<file path="src/perm_pkg.sv">
// shared types, opcodes and sizes for the permutation enumerator
package perm_pkg;

  localparam int MAX_ELEMENTS_DEF = 8;
  localparam int QUEUE_DEPTH      = 4;

  localparam int OP_W    = 2;
  localparam int INDEX_W = 3;
  localparam int VALUE_W = 32;
  localparam int CFG_W   = 4;
  localparam int SLOT_W  = 3;
  localparam int N_RESET = 8;

  localparam logic [OP_W-1:0] OP_LOAD    = 2'd0;
  localparam logic [OP_W-1:0] OP_RESTART = 2'd1;
  localparam logic [OP_W-1:0] OP_NEXT    = 2'd2;

  typedef enum logic [1:0] {
    CMD_LOAD,
    CMD_RESTART,
    CMD_NEXT
  } cmd_code_t;

  typedef struct packed {
    cmd_code_t                  code;
    logic [INDEX_W-1:0]         index;
    logic signed [VALUE_W-1:0]  value;
  } cmd_t;

  typedef struct packed {
    logic full;
    logic empty;
  } q_status_t;

endpackage

</file>
<file path="src/permutation_enumerator.sv">
// top level of the permutation enumerator: front, command queue and back
//
//   channel  direction  handshake            payload
//   in       input      in_valid / in_stall  in_opcode, in_index, in_value
//   out      output     out_valid / out_stall out_value, out_slot, out_last_of_run,
//                                            out_exhausted
//   cfg      input      cfg_we               cfg_wdata (n_used)
//
// a next item with n active elements emits the run through the output register,
// then finds the pivot and its swap partner, swaps them and runs n odd-even sort
// passes over the suffix; load and restart items are handled in the idle state.
// the front keeps taking items into a four-entry queue while the back works.
// rst_n is synchronous; it restores identity order and n_used, the store stays as is.
// a stalled output holds its item and the back waits on it.
module permutation_enumerator #(
  parameter int MAX_ELEMENTS = perm_pkg::MAX_ELEMENTS_DEF,
  parameter int QUEUE_DEPTH  = perm_pkg::QUEUE_DEPTH
) (
  input  logic                                 clk,
  input  logic                                 rst_n,
  input  logic                                 cfg_we,
  input  logic [perm_pkg::CFG_W-1:0]           cfg_wdata,
  input  logic                                 in_valid,
  output logic                                 in_stall,
  input  logic [perm_pkg::OP_W-1:0]            in_opcode,
  input  logic [perm_pkg::INDEX_W-1:0]         in_index,
  input  logic signed [perm_pkg::VALUE_W-1:0]  in_value,
  output logic                                 out_valid,
  input  logic                                 out_stall,
  output logic signed [perm_pkg::VALUE_W-1:0]  out_value,
  output logic [perm_pkg::SLOT_W-1:0]          out_slot,
  output logic                                 out_last_of_run,
  output logic                                 out_exhausted
);

  perm_pkg::q_status_t q_status;
  perm_pkg::cmd_t      push_cmd;
  perm_pkg::cmd_t      head_cmd;
  logic                q_push;
  logic                q_pop;

  perm_front #(
    .MAX_ELEMENTS (MAX_ELEMENTS)
  ) u_front (
    .in_valid  (in_valid),
    .in_stall  (in_stall),
    .in_opcode (in_opcode),
    .in_index  (in_index),
    .in_value  (in_value),
    .q_status  (q_status),
    .q_push    (q_push),
    .q_cmd     (push_cmd)
  );

  perm_fifo #(
    .DEPTH (QUEUE_DEPTH)
  ) u_fifo (
    .clk      (clk),
    .rst_n    (rst_n),
    .push     (q_push),
    .push_cmd (push_cmd),
    .pop      (q_pop),
    .head_cmd (head_cmd),
    .status   (q_status)
  );

  perm_back #(
    .MAX_ELEMENTS (MAX_ELEMENTS)
  ) u_back (
    .clk             (clk),
    .rst_n           (rst_n),
    .cfg_we          (cfg_we),
    .cfg_wdata       (cfg_wdata),
    .q_cmd           (head_cmd),
    .q_status        (q_status),
    .q_pop           (q_pop),
    .out_valid       (out_valid),
    .out_stall       (out_stall),
    .out_value       (out_value),
    .out_slot        (out_slot),
    .out_last_of_run (out_last_of_run),
    .out_exhausted   (out_exhausted)
  );

`ifndef ASSERT_OFF
  a_exh_fields_zero: assert property (@(posedge clk) disable iff (!rst_n)
    out_valid && out_exhausted |-> out_value == '0 && out_slot == '0 && !out_last_of_run)
    else $error("exhausted item carries nonzero fields");

  a_no_push_when_full: assert property (@(posedge clk) disable iff (!rst_n)
    q_push |-> !q_status.full)
    else $error("front pushed into a full queue");

  a_no_pop_when_empty: assert property (@(posedge clk) disable iff (!rst_n)
    q_pop |-> !q_status.empty)
    else $error("back popped an empty queue");

  a_reset_clears_out: assert property (@(posedge clk)
    !rst_n |=> !out_valid)
    else $error("output valid after reset");
`endif

endmodule

</file>
<file path="src/perm_front.sv">
// front end: takes input items, drops the ones with no effect, queues commands
module perm_front #(
  parameter int MAX_ELEMENTS = perm_pkg::MAX_ELEMENTS_DEF
) (
  input  logic                                 in_valid,
  output logic                                 in_stall,
  input  logic [perm_pkg::OP_W-1:0]            in_opcode,
  input  logic [perm_pkg::INDEX_W-1:0]         in_index,
  input  logic signed [perm_pkg::VALUE_W-1:0]  in_value,
  input  perm_pkg::q_status_t                  q_status,
  output logic                                 q_push,
  output perm_pkg::cmd_t                       q_cmd
);

  logic keep;

  always_comb begin
    keep       = 1'b0;
    q_cmd.code = perm_pkg::CMD_NEXT;
    unique case (in_opcode)
      perm_pkg::OP_LOAD: begin
        keep       = (32'(in_index) < 32'(MAX_ELEMENTS));
        q_cmd.code = perm_pkg::CMD_LOAD;
      end
      perm_pkg::OP_RESTART: begin
        keep       = 1'b1;
        q_cmd.code = perm_pkg::CMD_RESTART;
      end
      perm_pkg::OP_NEXT: begin
        keep       = 1'b1;
        q_cmd.code = perm_pkg::CMD_NEXT;
      end
      default: begin
        keep = 1'b0;
      end
    endcase
    q_cmd.index = in_index;
    q_cmd.value = in_value;
  end

  assign in_stall = q_status.full;
  // an unused opcode or an out-of-range load is consumed and dropped here
  assign q_push   = in_valid && !in_stall && keep;

endmodule

</file>
<file path="src/perm_fifo.sv">
// short command queue between front and back
module perm_fifo #(
  parameter int DEPTH = perm_pkg::QUEUE_DEPTH
) (
  input  logic                clk,
  input  logic                rst_n,
  input  logic                push,
  input  perm_pkg::cmd_t      push_cmd,
  input  logic                pop,
  output perm_pkg::cmd_t      head_cmd,
  output perm_pkg::q_status_t status
);

  localparam int PTR_W = (DEPTH > 1) ? $clog2(DEPTH) : 1;
  localparam int CNT_W = $clog2(DEPTH + 1);

  perm_pkg::cmd_t   entry_r [DEPTH];
  logic [PTR_W-1:0] wr_ptr_r, wr_ptr_nxt;
  logic [PTR_W-1:0] rd_ptr_r, rd_ptr_nxt;
  logic [CNT_W-1:0] count_r, count_nxt;
  logic             do_push, do_pop;

  assign status.full  = (count_r == CNT_W'(DEPTH));
  assign status.empty = (count_r == '0);
  assign do_push      = push && !status.full;
  assign do_pop       = pop && !status.empty;
  assign head_cmd     = entry_r[rd_ptr_r];

  always_comb begin
    wr_ptr_nxt = wr_ptr_r;
    rd_ptr_nxt = rd_ptr_r;
    count_nxt  = count_r;
    if (do_push) begin
      wr_ptr_nxt = (wr_ptr_r == PTR_W'(DEPTH - 1)) ? '0 : wr_ptr_r + 1'b1;
    end
    if (do_pop) begin
      rd_ptr_nxt = (rd_ptr_r == PTR_W'(DEPTH - 1)) ? '0 : rd_ptr_r + 1'b1;
    end
    if (do_push && !do_pop) begin
      count_nxt = count_r + 1'b1;
    end else if (do_pop && !do_push) begin
      count_nxt = count_r - 1'b1;
    end
  end

  always_ff @(posedge clk) begin
    if (!rst_n) begin
      wr_ptr_r <= '0;
      rd_ptr_r <= '0;
      count_r  <= '0;
    end else begin
      wr_ptr_r <= wr_ptr_nxt;
      rd_ptr_r <= rd_ptr_nxt;
      count_r  <= count_nxt;
    end
  end

  always_ff @(posedge clk) begin
    if (do_push) begin
      entry_r[wr_ptr_r] <= push_cmd;
    end
  end

endmodule

</file>
<file path="src/perm_back.sv">
// back end: element store, position order, result emission and order advance
module perm_back #(
  parameter int MAX_ELEMENTS = perm_pkg::MAX_ELEMENTS_DEF
) (
  input  logic                                 clk,
  input  logic                                 rst_n,
  input  logic                                 cfg_we,
  input  logic [perm_pkg::CFG_W-1:0]           cfg_wdata,
  input  perm_pkg::cmd_t                       q_cmd,
  input  perm_pkg::q_status_t                  q_status,
  output logic                                 q_pop,
  output logic                                 out_valid,
  input  logic                                 out_stall,
  output logic signed [perm_pkg::VALUE_W-1:0]  out_value,
  output logic [perm_pkg::SLOT_W-1:0]          out_slot,
  output logic                                 out_last_of_run,
  output logic                                 out_exhausted
);

  localparam int IDX_W = $clog2(MAX_ELEMENTS);
  localparam int CNT_W = $clog2(MAX_ELEMENTS + 1);
  localparam int N_RST = (MAX_ELEMENTS > perm_pkg::N_RESET) ? perm_pkg::N_RESET : MAX_ELEMENTS;

  typedef enum logic [2:0] {
    ST_IDLE,
    ST_EMIT,
    ST_FIND_I,
    ST_FIND_J,
    ST_SWAP,
    ST_SORT
  } state_t;

  state_t                             state_r, state_nxt;
  logic signed [perm_pkg::VALUE_W-1:0] store_r [MAX_ELEMENTS];
  logic [IDX_W-1:0]                   order_r [MAX_ELEMENTS];
  logic [IDX_W-1:0]                   order_nxt [MAX_ELEMENTS];
  logic [CNT_W-1:0]                   n_act_r, n_act_nxt;
  logic                               done_r, done_nxt;
  logic [IDX_W-1:0]                   k_r, k_nxt;
  logic [IDX_W-1:0]                   i_r, i_nxt;
  logic [IDX_W-1:0]                   j_r, j_nxt;
  logic [IDX_W-1:0]                   pivot_r, pivot_nxt;
  logic [CNT_W-1:0]                   pass_r, pass_nxt;

  logic                               out_valid_r, out_valid_nxt;
  logic signed [perm_pkg::VALUE_W-1:0] out_value_r, out_value_nxt;
  logic [perm_pkg::SLOT_W-1:0]        out_slot_r, out_slot_nxt;
  logic                               out_last_r, out_last_nxt;
  logic                               out_exh_r, out_exh_nxt;

  logic                               out_free;
  logic                               store_we;
  logic [IDX_W+perm_pkg::INDEX_W-1:0] load_wide;
  logic [IDX_W-1:0]                   load_addr;
  logic                               asc_found;
  logic [IDX_W-1:0]                   asc_idx;
  logic [IDX_W-1:0]                   gt_idx;
  logic [IDX_W-1:0]                   pivot_rd;
  logic                               run_last;
  logic [CNT_W-1:0]                   cfg_n;

  assign out_free  = !out_valid_r || !out_stall;
  assign load_wide = {{IDX_W{1'b0}}, q_cmd.index};
  assign load_addr = load_wide[IDX_W-1:0];
  assign pivot_rd  = order_r[i_r];
  assign run_last  = ((CNT_W'(k_r) + 1'b1) == n_act_r);

  // n_used of zero acts as one, large values act as the element count
  always_comb begin
    if (cfg_wdata == '0) begin
      cfg_n = CNT_W'(1);
    end else if (32'(cfg_wdata) > 32'(MAX_ELEMENTS)) begin
      cfg_n = CNT_W'(MAX_ELEMENTS);
    end else begin
      cfg_n = CNT_W'(cfg_wdata);
    end
  end

  // rightmost ascent among the active positions
  always_comb begin
    asc_found = 1'b0;
    asc_idx   = '0;
    for (int k = 0; k < MAX_ELEMENTS - 1; k++) begin
      if (CNT_W'(k + 1) < n_act_r && order_r[k] < order_r[k + 1]) begin
        asc_found = 1'b1;
        asc_idx   = IDX_W'(k);
      end
    end
  end

  // rightmost position past the pivot holding a larger entry
  always_comb begin
    gt_idx = '0;
    for (int k = 0; k < MAX_ELEMENTS; k++) begin
      if (IDX_W'(k) > i_r && CNT_W'(k) < n_act_r && order_r[k] > pivot_rd) begin
        gt_idx = IDX_W'(k);
      end
    end
  end

  always_comb begin
    state_nxt     = state_r;
    n_act_nxt     = n_act_r;
    done_nxt      = done_r;
    k_nxt         = k_r;
    i_nxt         = i_r;
    j_nxt         = j_r;
    pivot_nxt     = pivot_r;
    pass_nxt      = pass_r;
    order_nxt     = order_r;
    q_pop         = 1'b0;
    store_we      = 1'b0;
    out_valid_nxt = out_free ? 1'b0 : out_valid_r;
    out_value_nxt = out_value_r;
    out_slot_nxt  = out_slot_r;
    out_last_nxt  = out_last_r;
    out_exh_nxt   = out_exh_r;

    unique case (state_r)
      ST_IDLE: begin
        if (!q_status.empty) begin
          unique case (q_cmd.code)
            perm_pkg::CMD_LOAD: begin
              q_pop    = 1'b1;
              store_we = 1'b1;
            end
            perm_pkg::CMD_RESTART: begin
              q_pop    = 1'b1;
              done_nxt = 1'b0;
              for (int k = 0; k < MAX_ELEMENTS; k++) begin
                order_nxt[k] = IDX_W'(k);
              end
            end
            perm_pkg::CMD_NEXT: begin
              if (done_r) begin
                if (out_free) begin
                  q_pop         = 1'b1;
                  out_valid_nxt = 1'b1;
                  out_value_nxt = '0;
                  out_slot_nxt  = '0;
                  out_last_nxt  = 1'b0;
                  out_exh_nxt   = 1'b1;
                end
              end else begin
                q_pop     = 1'b1;
                k_nxt     = '0;
                state_nxt = ST_EMIT;
              end
            end
            default: begin
              q_pop = 1'b1;
            end
          endcase
        end
      end
      ST_EMIT: begin
        if (out_free) begin
          out_valid_nxt = 1'b1;
          out_value_nxt = store_r[order_r[k_r]];
          out_slot_nxt  = perm_pkg::SLOT_W'(k_r);
          out_last_nxt  = run_last;
          out_exh_nxt   = 1'b0;
          if (run_last) begin
            state_nxt = ST_FIND_I;
          end else begin
            k_nxt = k_r + 1'b1;
          end
        end
      end
      ST_FIND_I: begin
        if (asc_found) begin
          i_nxt     = asc_idx;
          state_nxt = ST_FIND_J;
        end else begin
          done_nxt  = 1'b1;
          state_nxt = ST_IDLE;
        end
      end
      ST_FIND_J: begin
        pivot_nxt = pivot_rd;
        j_nxt     = gt_idx;
        state_nxt = ST_SWAP;
      end
      ST_SWAP: begin
        order_nxt[i_r] = order_r[j_r];
        order_nxt[j_r] = pivot_r;
        pass_nxt       = '0;
        state_nxt      = ST_SORT;
      end
      ST_SORT: begin
        // odd-even transposition passes put the suffix back in ascending order
        for (int k = 0; k < MAX_ELEMENTS - 1; k++) begin
          if (IDX_W'(k) > i_r && CNT_W'(k + 1) < n_act_r &&
              1'(k % 2) == pass_r[0] && order_r[k] > order_r[k + 1]) begin
            order_nxt[k]     = order_r[k + 1];
            order_nxt[k + 1] = order_r[k];
          end
        end
        if ((pass_r + 1'b1) >= n_act_r) begin
          state_nxt = ST_IDLE;
        end else begin
          pass_nxt = pass_r + 1'b1;
        end
      end
      default: begin
        state_nxt = ST_IDLE;
      end
    endcase

    // a register write restarts the enumeration
    if (cfg_we) begin
      n_act_nxt = cfg_n;
      done_nxt  = 1'b0;
      for (int k = 0; k < MAX_ELEMENTS; k++) begin
        order_nxt[k] = IDX_W'(k);
      end
    end
  end

  always_ff @(posedge clk) begin
    if (!rst_n) begin
      state_r     <= ST_IDLE;
      n_act_r     <= CNT_W'(N_RST);
      done_r      <= 1'b0;
      out_valid_r <= 1'b0;
      for (int k = 0; k < MAX_ELEMENTS; k++) begin
        order_r[k] <= IDX_W'(k);
      end
    end else begin
      state_r     <= state_nxt;
      n_act_r     <= n_act_nxt;
      done_r      <= done_nxt;
      out_valid_r <= out_valid_nxt;
      order_r     <= order_nxt;
    end
    k_r         <= k_nxt;
    i_r         <= i_nxt;
    j_r         <= j_nxt;
    pivot_r     <= pivot_nxt;
    pass_r      <= pass_nxt;
    out_value_r <= out_value_nxt;
    out_slot_r  <= out_slot_nxt;
    out_last_r  <= out_last_nxt;
    out_exh_r   <= out_exh_nxt;
  end

  always_ff @(posedge clk) begin
    if (store_we) begin
      store_r[load_addr] <= q_cmd.value;
    end
  end

  assign out_valid       = out_valid_r;
  assign out_value       = out_value_r;
  assign out_slot        = out_slot_r;
  assign out_last_of_run = out_last_r;
  assign out_exhausted   = out_exh_r;

endmodule
</file>
<file path="config.mk">
export PLATFORM = sky130hd
export DESIGN_NAME = permutation_enumerator
export DESIGN_NICKNAME = d
export VERILOG_FILES = /design/src/perm_pkg.sv /design/src/permutation_enumerator.sv /design/src/perm_front.sv /design/src/perm_fifo.sv /design/src/perm_back.sv
export SDC_FILE = /design/constraint.sdc
export NUM_CORES = 1
export LEC_CHECK = 0
export BUFFER_PORTS_ARGS = -buffer_cell sky130_fd_sc_hd__buf_2
export CAP_MARGIN = 5
export CORE_ASPECT_RATIO = 1.4
export CORE_MARGIN = 2
export CORE_UTILIZATION = 40
export DETAILED_ROUTE_END_ITERATION = 10
export GPL_TIMING_DRIVEN = 0
export MAX_ROUTING_LAYER = met4
export PLACE_DENSITY = 0.59
export SYNTH_ARGS = -nofsm -noshare
export SYNTH_HDL_FRONTEND = slang
export SYNTH_SLANG_ARGS = --single-unit
</file>
<file path="constraint.sdc">
create_clock -name clk -period 4.7 [get_ports clk]
set_input_delay 0.47 -clock clk [delete_from_list [all_inputs] [get_ports clk]]
set_output_delay 0.47 -clock clk [all_outputs]
set_load 0.1 [all_outputs]
</file>
==> flow_summary.ini <==
[yosys]
synth_cell_type_count = 68
yosys.area_share.adder_pct = 3.22
syn_area_um2 = 21600
synth_mux_area_share_pct = 5.58
yosys.area.top_type = edfxtp_1
synth_compound_area_share_pct = 9.71
ys_seq_area_share_pct = 67.4
synth_top_family_by_area = simple AND/OR/NAND/NOR gates
yosysWarnings = 0
synthSimpleGateAreaFrac_pct = 11.1
synth_xor_area_share_pct = 0.284
synth-seq-cells = 499
synthTopCellsByCount = edfxtp_1, nand2_1, a21oi_1
ys_async_sr_fraction_pct = 0
yosysMostFrequentCell = edfxtp_1
netlist_instances = 1611
synth-main-ff-cell = edfxtp_1
synth_edf_count = 457
netlist.area_leader.share_pct = 63.5
synth_area_leaders = edfxtp_1, nand2_1, mux4_2
synthesis.nets = 1712
avgSynthCellArea_um2 = 13.4

[critical_path]
start_kind = flip-flop
critPathLaunch = u_back.i_r[0]
worstPathRequired_ps = 5040
crit_fanout = 10
crit_type = flip-flop to flip-flop
crit_path_end_kind = flip-flop
reg2reg_to = u_back.j_r[0]
reg2reg_depth = 13
reg2reg_slack_ps = 190
endpoint = u_back.j_r[0]
r2r-start = u_back.i_r[0]
cp.arrival_ps = 4850

[detailed_routing]
drtIter0Drc = 1136
vias = 13800
routed_via_density = 5.49
firstDrtPassIters = 7
antenna_left = 0
wl_per_cell_um = 23.2
postRouteWirelength_um = 58400
drc_errors = 0

[timing]
worst_pin_slew_ps = 1130
setup_viol = 0
max-slew-margin-rel_pct = 24.2
report.final.slew_viol_count = 0
fin_crit_ps = 4510
fin_skew_ps = 21.3
fmax_mhz = 222
post-route-period-util_pct = 96.0
finalHoldViolations = 0
rsz0062_at_grt = false

[cells_and_area]
seq_area_um2 = 14600
stdcell_area_um2 = 24800
syn_to_final_growth_pct = 14.7
utilization_pct = 46.5
final_layout_size_suffix_gt1_share_pct = 15.4
n_fill_cell = 4835
multi_input_area_um2 = 6540
final_nets = 1861

[global_routing]
gr-total-overflow = 0
antenna_found_initial = 2
grt_pass1_wl_um = 87300
grtUsageTotal_pct = 21.5
grt_max_degree = 33
grt_pass1_vias = 13900

[clock_network]
h-tree-depth = 2
clock_sinks = 499
clock_latency_ps = 600
cts_buffers = 49
cts_resized = 0
cts_root_buf = clkbuf_16
cts_max_path_buffers = 3
cts.clk_slew.worst_paths_ps = 60
post_cts_buffers = 0
cts_tree = built
cts_hold_buf = 0

[power_and_ir_drop]
comb_power_share_pct = 30.8
power_frac_seq_pct = 41.9
ir_drop_mv = 0.364
power_density_nw_per_um2 = 556
swShare_pct = 36.2
leakage_uw = 0.00866
p_int_uw = 8790
p_switching_uw = 4980
power_frac_clock_pct = 27.3

[run_status]
run_status = finished clean

[min_path]
hp-class = input port to flip-flop

[floorplanning]
die_w_um = 200
num_io_pins = 85
design.die.area_um2 = 55900
row_count = 100
die_h_um = 279
start_util_pct = 40.5
coreArea_um2 = 53300

[run]
max_cap_viol_count = 0

[placement]
port_buffers = 83
dp_hpwl_um = 40800
place_congestion = 0.988
postPlaceCellArea_um2 = 23300
[through the flow]
| step | setup slack, ps | total power, µW | instances | TNS (ps) | hold slack (ps) |
|---|---|---|---|---|---|
| after global routing | 122 | 14400 | 2514 | 0 | 72.2 |
| after floorplan | 418 | 8780 | 1611 | 0 | 463 |
| after detailed placement | 209 | 10100 | 2422 | 0 | 489 |
| after CTS | 198 | 13900 | 2511 | 0 | 54.8 |
| final | 189 | 13800 | 2514 | 0 | 90.9 |
| after global placement | -762 | 9980 | 2408 | -159280 | 475 |
[area by class of cell]
class	instances	area share [%]
Clock inverter	29	0.883
Timing Repair Buffer	98	2.78
Sequential cell	499	58.8
Antenna cell	2	0.0202
Clock buffer	60	5.24
Buffer	81	1.61
Multi-Input combinational cell	982	26.4
Inverter	49	0.742
Tap cell	714	3.60
[worst min path at each step]
stage | from | endpoint | slack (ps) | cells after the start
after global placement | u_fifo.rd_ptr_r[0] | flip-flop | 480 | 2
after CTS | in_value[11] | u_fifo.entry_r[0][11] | 50 | 1
after global routing | in_value[7] | u_fifo.entry_r[3][7] | 70 | 1
after floorplan | u_back.done_r | u_back.done_r | 460 | 2
final | in_value[5] | u_fifo.entry_r[3][5] | 90 | 1
after detailed placement | u_back.done_r | u_back.done_r | 490 | 2
[worst max-delay path: stages (launching register included)]
cell	delay [ps]
edfxtp_1	450
clkbuf_1	260
and3b_1	230
clkbuf_1	250
a22o_1	280
a221oi_1	200
nor2b_1	870
ha_1	380
nand3_1	70
nand2_1	50
a211oi_1	590
or2_2	240
a21oi_1	70
a221o_1	310
[sequential cells by signal, summed over array words and instances, names as in the netlist, 2 cells and up, named ones only]
register          count
u_back.pass_r         4
u_back.store_r      256
u_fifo.wr_ptr_r       2
u_back.order_r       24
u_back.pivot_r        3
u_fifo.entry_r      148
u_back.i_r            3
u_back.out_value     32
u_back.out_slot       3
u_back.n_act_r        4
u_back.k_r            3
u_fifo.rd_ptr_r       2
u_back.j_r            3
u_back.state_r        3
u_fifo.count_r        3
[logic make-up (layout without fill, tap and decap cells)]
| kind of cell | count (synthesis) | in the layout |
|---|---|---|
| compound gates | 335 | 335 |
| xor+xnor | 7 | 7 |
| fa+ha+maj | 55 | 55 |
| buf+inv | 130 | 317 |
| flops | 499 | 499 |
| mux | 61 | 61 |
| other cells | 0 | 2 |
| simple gates | 524 | 524 |
[placed cells by master (no fill, tap or decap), types with 11 or more instances in the layout]
master and count:
a31oi_1 16, edfxtp_1 457, o21a_1 12, nor3b_1 13, a21oi_1 165, ha_1 54
buf_2 97, nor2b_1 18, nand2b_1 11, nor2_1 58, nand3_1 27, clkbuf_16 50
nand2_1 301, mux4_2 47, a22oi_1 13, clkbuf_1 55, dfxtp_1 42, inv_1 49
buf_12 13, nor3_1 13, o21ai_0 37, or4_1 34
[power by group through the flow]
stage	registers (µW)	clock network (µW)	logic, µW
after detailed placement	5860	0	4270
after CTS	5770	3850	4290
after global routing	5810	4000	4580
after floorplan	6600	0	2180
after global placement	5880	0	4100
final	5770	3760	4240
[metal layers]
layer  up-vias  wire length (µm)  part of all wire, %  track usage, %
met2       475             30500                   52            38.2
met5         -                 0                    0               -
met4         0              2900                  5.0            10.5
li1       6389                 -                    -               -
met1      6787             22200                   38            23.8
met3       143              2830                  4.8            3.06
(Power assumes the default switching activity.)
